`config.mk`:
```
export PLATFORM = sky130hd
export DESIGN_NAME = bbr_ram
export DESIGN_NICKNAME = d
export VERILOG_FILES = /design/src/bbr_ram.sv
export SDC_FILE = /design/constraint.sdc
export NUM_CORES = 1
export LEC_CHECK = 0
export BUFFER_PORTS_ARGS = -buffer_cell sky130_fd_sc_hd__buf_2
export CELL_PAD_IN_SITES_DETAIL_PLACEMENT = 0
export CELL_PAD_IN_SITES_GLOBAL_PLACEMENT = 1
export CORE_MARGIN = 2
export CORE_UTILIZATION = 45
export CTS_BUF_LIST = sky130_fd_sc_hd__clkbuf_4 sky130_fd_sc_hd__clkbuf_8
export DETAILED_ROUTE_END_ITERATION = 7
export PLACE_DENSITY = 0.73
export SETUP_SLACK_MARGIN = 0.3
export SYNTH_ARGS = -nofsm -noshare
export SYNTH_HDL_FRONTEND = slang
export SYNTH_SLANG_ARGS = --single-unit
export TNS_END_PERCENT = 10
```
`constraint.sdc`:
```
create_clock -name clk_i -period 2.5 [get_ports clk_i]
set_clock_uncertainty 0.1 [all_clocks]
set_input_delay 0.25 -clock clk_i [delete_from_list [all_inputs] [get_ports clk_i]]
set_output_delay 0.25 -clock clk_i [all_outputs]
set_load 0.01 [all_outputs]
```
`src/bbr_ram.sv`:
```
// generic single-write, single-read ram with registered read data
module bbr_ram #(
  parameter int unsigned Width = 8,
  parameter int unsigned Depth = 16
) (
  input  logic                     clk_i,
  input  logic                     we_i,
  input  logic [$clog2(Depth)-1:0] waddr_i,
  input  logic [Width-1:0]         wdata_i,
  input  logic                     re_i,
  input  logic [$clog2(Depth)-1:0] raddr_i,
  output logic [Width-1:0]         rdata_o
);

  logic [Width-1:0] mem_q [Depth];
  logic [Width-1:0] rdata_q;

  always_ff @(posedge clk_i) begin
    if (we_i) begin
      mem_q[waddr_i] <= wdata_i;
    end
    if (re_i) begin
      rdata_q <= mem_q[raddr_i];
    end
  end

  assign rdata_o = rdata_q;

endmodule

```
==> results_dict.tcl <==
set metrics [dict create \
    status "completed" \
    fmax_mhz 630 \
    start_util_pct 46.0 \
    rows 39 \
    dp_hpwl_um 6040 \
    worstPathCellList "buf_2, buf_12, mux4_1, a22oi_1, nand2_1" \
    place.port_buffers 26 \
    synth_top_area_share_pct 78.1 \
    cp_top_family "multiplexers" \
    die_h_um 112 \
    routabilityCongestion 0.706 \
    yosys_register_bits 136 \
    pwr-share-clk_pct 34.9 \
    wl_met3_um 531 \
    met2_length_um 4870 \
    syn_to_final_growth_pct 13.6 \
    intPower_mw 3.46 \
    ff2ff_path_depth 3 \
    slowest_stage "mux4_1" \
    synth_nets 248 \
    yosysMostFrequentCell "edfxtp_1" \
    place_ws_ns 0.440 \
    startpoint_type "input pin" \
    seq_area_frac_synth_pct 78.1 \
    finalWirelength_um 9760 \
    dr.pass1.iters 4 \
    arrival_ns 1.67 \
    worstReg2RegStart "mem_q[2][4]" \
    synth_ff_type "edfxtp_1" \
    synth_top_area_cell "edfxtp_1" \
    cts_tree "built" \
    yosys-top-cells-count "136 x edfxtp_1, 18 x mux4_2, 16 x a22oi_1" \
    worstPathMaxFanout 27 \
    crit_buf_inv 2 \
    syn_area_um2 5230 \
    seq_area_um2 4080 \
    yosys.cell_types.count 18 \
    avgSynthCellArea_um2 22.8 \
    hp-class "input pin to flop" \
    cts.repair.resized 0 \
    antenna_left 0 \
    pwr-share-comb_pct 5.4 \
    swShare_pct 20.0 \
    p_leak_nw 1.99 \
    grt_max_degree 28 \
    p_switching_mw 0.865 \
    rsz0062_at_grt "no" \
    yosys-top-cells-area "edfxtp_1 78%, mux4_2 7.8%, mux4_1 7.0%" \
    seqPwrFrac_pct 59.6 \
    setup_tns_ns 0 \
    vdd_drop_max_v 0.000320 \
    via_count 2428 \
    clk_latency_ns 0.43 \
    fillers 899 \
    crit_start "raddr_i[0]" \
    grt_overflow 0 \
    multi_input_area_um2 1060 \
    antenna_found_initial 0 \
    dieArea_um2 12500 \
    postCtsHoldBufs 0 \
    worstSetupPathType "input pin to flop" \
    cts_max_path_buffers 2 \
    synth_edf_count 136 \
    worstMarginPinSlew_ns 0.827 \
    grt_pass1_wl_um 15200 \
    post-cts-setup-buffers 0 \
    drc 0 \
    max_stage_delay_ns 0.57 \
    track_usage_pct 17.1 \
    cts_made_buffers 17 \
    cts_sinks 136 \
    nNetsFinal 302 \
    fin_crit_sh_pct 63.5 \
    first_global_vias 2568 \
    p_total_mw 4.32 \
    clock-root-buffer "clkbuf_8" \
    drtIter0Drc 222 \
    wl_per_cell_um 22.4 \
    dr.max_layer_used "met4" \
    slew_violations 0 \
    cp-end-kind "flop" \
    met1_length_um 4260 \
    holdPathStages 1 \
    finalHoldViolCount 0 \
    worst_slack_ns 0.913 \
    vias_per_cell 5.57 \
    ios 27 \
    setup_viol 0 \
    die_w_um 112 \
    diodes 0 \
    htreeDepth 4 \
    postSynth.asyncResetShare_pct 0 \
    drive_gt1_share_pct 30.0 \
    yosysWarnings 0 \
    clkTransAtPathRegs_ns 0.07 \
    required_ns 2.58 \
    syn-instance-count 229 \
    max_cap_viol_count 0 \
    min_period_ns 1.59 \
    worstHoldStart "re_i" \
    powerDensity_nw_per_um2 728 \
    cp.depth 5 \
    coreArea_um2 11400 \
    slew_headroom_pct 44.7 \
]
per-stage QoR:
| stage | instance area, um^2 | utilization [%] | hold slack [ns] | instances |
|---|---|---|---|---|
| after global placement | 5620 | 49.4 | 0.533 | 407 |
| after floorplan | 5230 | - | 0.249 | 229 |
| final | 5940 | 52.3 | 0.0913 | 436 |
| after CTS | 5940 | 52.3 | 0.0756 | 436 |
| after global routing | 5940 | 52.3 | 0.0743 | 436 |
| after detailed placement | 5620 | 49.4 | 0.540 | 407 |
worst reg2reg max path, cell delays in order, from the launching register on:
cell and delay, ns:
edfxtp_1 0.36, mux4_2 0.46, a22oi_1 0.31, nand2_1 0.09
power groups by stage:
stage	combinational [mW]	sequential (mW)	clock, mW
after floorplan	0.130	2.63	0
final	0.235	2.58	1.51
after global placement	0.233	2.63	0
after global routing	0.258	2.58	1.63
after detailed placement	0.239	2.63	0
after CTS	0.240	2.58	1.54
layout by cell type, fill, tap and decap left out:
| cell | instances |
|---|---|
| edfxtp_1 | 136 |
| buf_2 | 26 |
| mux4_2 | 18 |
| clkbuf_8 | 17 |
| buf_4 | 17 |
| a22oi_1 | 16 |
| mux4_1 | 14 |
| nor2_1 | 13 |
| nand2_1 | 9 |
| clkinv_1 | 5 |
| nor3_1 | 4 |
| clkbuf_4 | 4 |
| nand3b_1 | 2 |
| nand2b_1 | 2 |
| clkinv_2 | 2 |
| buf_12 | 2 |
| nor2b_1 | 1 |
| and2_1 | 1 |
| and2b_1 | 1 |
| nand3_1 | 1 |
| or3b_2 | 1 |
| bufinv_16 | 1 |
metal layers:
layer | vias to the layer above | GRT usage, %
li1 | 1082 | -
met1 | 1262 | 23.8
met2 | 78 | 25.5
met3 | 6 | 5.39
met4 | 0 | 7.00
met5 | - | 0
final timing paths:
kind         slack (ns)          to
max reg2reg        0.94  rdata_o[4]
min reg2reg        0.63  rdata_o[2]
max                0.91  rdata_o[5]
min                0.09  rdata_o[6]
final cells by class:
type                            instances  share of cell area, %
Tap cell                              143                   3.01
Clock inverter                          8                  0.990
Sequential cell                       136                   68.7
Timing Repair Buffer                   45                   5.01
Multi-Input combinational cell         83                   17.8
Clock buffer                           21                   4.44
cell families (layout without fill, tap and decap cells):
kind of cell           after synthesis  after routing  synth area share (%)
AND/OR/NAND/NOR                     35             35                  3.14
AO/OA/AOI/OAI                       16             16                  2.30
flip-flops                         136            136                  78.1
multiplexers                        32             32                  14.8
buffers and inverters               10             74                  1.65
registers in the layout, summed over array words and instances, names as in the netlist:
name,flops
mem_q,128
rdata_o,8
Note: power is estimated with default switching activity, not from simulation.
