## config.mk

```make
export PLATFORM = sky130hd
export DESIGN_NAME = bbr_mean
export DESIGN_NICKNAME = d
export VERILOG_FILES = /design/src/bbr_pkg.sv /design/src/bbr_mean.sv
export SDC_FILE = /design/constraint.sdc
export NUM_CORES = 1
export LEC_CHECK = 0
export BUFFER_PORTS_ARGS = -buffer_cell sky130_fd_sc_hd__buf_2
export CORE_MARGIN = 4
export CORE_UTILIZATION = 25
export DETAILED_ROUTE_END_ITERATION = 12
export PLACE_DENSITY = 0.51
export SYNTH_ARGS = -nofsm -noshare
export SYNTH_HDL_FRONTEND = slang
export SYNTH_SLANG_ARGS = --single-unit
export TNS_END_PERCENT = 10
```

## constraint.sdc

```tcl
create_clock -name vclk -period 23.5
set_input_delay 4.7 -clock vclk [all_inputs]
set_output_delay 4.7 -clock vclk [all_outputs]
set_load 0.02 [all_outputs]
```

## src/bbr_pkg.sv

```systemverilog
// shared types, constants and a helper function for the 3x3 rgb box blur
package bbr_pkg;

  // frame limits
  localparam int unsigned MaxWidth  = 1024;
  localparam int unsigned MaxHeight = 4096;

  // field and counter widths
  localparam int unsigned WidthW  = 11;
  localparam int unsigned HeightW = 13;
  localparam int unsigned ColW    = $clog2(MaxWidth);
  localparam int unsigned RowW    = 13;
  localparam int unsigned OrowW   = 12;
  localparam int unsigned ChanW   = 8;
  localparam int unsigned PixW    = 3 * ChanW;
  localparam int unsigned LineW   = 2 * PixW;
  localparam int unsigned SumW    = 12;
  localparam int unsigned CntW    = 4;
  localparam int unsigned CfgIdxW = 1;
  localparam int unsigned CfgW    = 13;

  // reciprocal multiply for the rounded mean
  localparam int unsigned RecipW     = 25;
  localparam int unsigned RecipShift = 24;

  // register indexes
  localparam logic [CfgIdxW-1:0] RegFrameWidth  = 1'b0;
  localparam logic [CfgIdxW-1:0] RegFrameHeight = 1'b1;

  // register reset values
  localparam logic [WidthW-1:0]  FrameWidthRst  = 11'd640;
  localparam logic [HeightW-1:0] FrameHeightRst = 13'd480;

  // red in the low byte, blue in the high byte
  typedef logic [PixW-1:0] pixel_t;

  typedef struct packed {
    logic [ChanW-1:0] red_in;
    logic [ChanW-1:0] green_in;
    logic [ChanW-1:0] blue_in;
    logic             drain;
  } in_t;

  typedef struct packed {
    logic [ChanW-1:0] red_out;
    logic [ChanW-1:0] green_out;
    logic [ChanW-1:0] blue_out;
    logic             frame_end;
  } out_t;

  // ceil(2^24 / cnt), exact for every sum below 2^12
  function automatic logic [RecipW-1:0] recip_f(input logic [CntW-1:0] cnt);
    logic [RecipW-1:0] r;
    unique case (cnt)
      4'd1:    r = 25'd16777216;
      4'd2:    r = 25'd8388608;
      4'd3:    r = 25'd5592406;
      4'd4:    r = 25'd4194304;
      4'd5:    r = 25'd3355444;
      4'd6:    r = 25'd2796203;
      4'd7:    r = 25'd2396746;
      4'd8:    r = 25'd2097152;
      4'd9:    r = 25'd1864136;
      default: r = '0;
    endcase
    return r;
  endfunction

endpackage

```

## src/bbr_mean.sv

```systemverilog
// rounded mean of one channel: floor((2*sum + cnt) / (2*cnt)) by reciprocal multiply
module bbr_mean (
  input  logic [bbr_pkg::SumW-1:0]  sum_i,
  input  logic [bbr_pkg::CntW-1:0]  cnt_i,
  output logic [bbr_pkg::ChanW-1:0] mean_o
);

  logic [bbr_pkg::SumW-1:0]                   half_up;
  logic [bbr_pkg::SumW+bbr_pkg::RecipW-1:0]   prod;

  // floor(x / 2c) == floor(floor(x / 2) / c)
  assign half_up = sum_i + bbr_pkg::SumW'(cnt_i >> 1);
  assign prod    = (bbr_pkg::SumW + bbr_pkg::RecipW)'(half_up)
                 * (bbr_pkg::SumW + bbr_pkg::RecipW)'(bbr_pkg::recip_f(cnt_i));
  assign mean_o  = prod[bbr_pkg::RecipShift +: bbr_pkg::ChanW];

endmodule

```

==> reports/metrics.cfg <==
[worst_setup_path]
setup.worst_path.start_class = input pin
crit_fanout = 9
critPathSlowestCell = a21oi_1
crit_path_end_kind = primary output
path_class = in2out
critPathMostFrequentCell = fa_1
crit_arrival_ns = 12.06
worst_ep_required_time_ns = 18.80
cpPeakStageDelay_ns = 0.77

[yosys]
syn_inst = 965
syn-num-nets = 1249
yosys_warnings = 0
syn-cell-area_mm2 = 0.008154
synth_area_per_cell_um2 = 8.450
synth.largest_area_cell = fa_1
ys_top_cells_by_area = fa_1 (52%), inv_1 (13%), ha_1 (8.9%)
ys_seq_area_share_pct = 0
synth_top_area_share_pct = 51.56
synth_cell_type_count = 53

[hold_path]
hold_path.class = in2out

[drt]
drt_iter0_markers = 398
wl_per_cell_um = 17.66
viasPerCell = 4.323
wirelength_um = 24850
first_pass_iters = 5
route.detailed.drc = 0
ant_nets = 0
dr_total_vias = 6083

[sta]
finalCritPeriodShare_pct = 71.33
max_slew.worst_pin.slew_ns = 1.426
setup_viol = 0
maxSlewHeadroom_pct = 4.632
tns_ns = 0
post-route-min-period_ns = 16.76
holdWs_ns = 10.24
hold_viol = 0
rsz0062_at_grt = no
fmax_mhz = 59.66
maxSlewViolCount = 0

[run_status]
outcome = finished, final reports clean

[floorplan]
dieArea_mm2 = 0.03557
die_h_um = 188.6
core_mm2 = 0.03188
ios = 24
initial_core_util_pct = 25.58
die_w_um = 188.6
rows = 65

[global_route]
track_usage_pct = 14.39
grt_antenna_before_repair = 0
grt_overflow_total = 0
grt_pass1_vias = 6822
grt_max_degree = 19
grt_pass1_wl_um = 39990

[finish]
multi_input_area_mm2 = 0.007002
fin_nets = 1258
seqCellArea_um2 = 0
antenna_cells = 0
drive_above_1_share_pct = 4.733
syn2layout_area_growth_pct = 7.780
nFlopsAndLatches = 0
clock_buffers = 0
final_cell_mix = inv_1 (283), fa_1 (210), nand2_1 (161), nor2_1 (65), ha_1 (58)
fill_cells = 3536
layout_commonest_cell = inv_1

[power]
ir_worst_vdd_mv = 0.01951
powerDensity_mw_per_mm2 = 42.55
p_leak_uw = 0.004747

[run]
cap_violations = 0

[placed_design]
gp_congestion = 0.9748
dpl.hpwl_um = 21700
io_buffer_count = 24

[clock_tree]
ctsHoldBuffers = 0
ctsResizeCount = 0
cts_setup_buffers = 0

## routing by layer
metal  routed length, µm  GRT usage [%]  up-vias
li1                    -              -     2796
met2               11710          24.60      189
met3                1476          1.797       32
met1               10960          19.61     3066
met4                 699          3.223        0
met5                   0              0        -
## final timing paths
path              slack (ns)   endpoint  startpoint  depth (start not counted)
setup / recovery        6.74  mean_o[3]    cnt_i[1]                         26
hold / removal         10.24  mean_o[7]    sum_i[9]                          6
## power by group
group	switching, µW	internal, µW	total (µW)
registers	0	0	0
clock network	0	0	0
logic	234	140	374
## per-stage QoR
step	util (%)	worst slack, ns	instance area [µm²]	total power (µW)	std cells
2_1_floorplan	-	8.026	8154	261.2	965
3_3_place_gp	27.57	6.820	8788	374.0	1407
3_5_place_dp	27.57	6.765	8788	377.8	1407
4_1_cts	27.57	6.743	8788	379.1	1407
5_1_grt	27.57	6.306	8788	430.7	1407
6_report	27.57	6.738	8788	373.9	1407
## critical path, delay by kind of cell
kind	cells	cell delay [ns]
fa+ha+maj	7	3.13
xor+xnor	1	0.16
buf+inv	6	0.58
compound gates	4	1.86
simple gates	8	1.63
## cell usage after synthesis (all sizes together) (4+ instances only)
master	count
inv	283
fa	210
nand2	161
nor2	67
ha	58
and2	22
a21oi	21
clkbuf	21
xnor2	18
a21o	16
o21ai	14
xor2	13
and3	7
nand4	6
nand2b	5
buf	4
## area by class of cell
type,instances,share of cell area [%]
tap,435,6.193
multi-input combinational,657,79.67
timing repair buffer,32,2.050
inverter,283,12.09
## kinds of logic (layout without fill, tap and decap cells)
logic type / Yosys count / after routing / share of synthesized area (%)
compound gates: 71 / 71 / 5.846
xor+xnor: 33 / 33 / 4.158
simple gates: 284 / 284 / 15.19
fa+ha+maj: 268 / 268 / 60.46
buf+inv: 308 / 315 / 14.22
mux: 1 / 1 / 0.1228
Power figures use the tool's default switching activity.
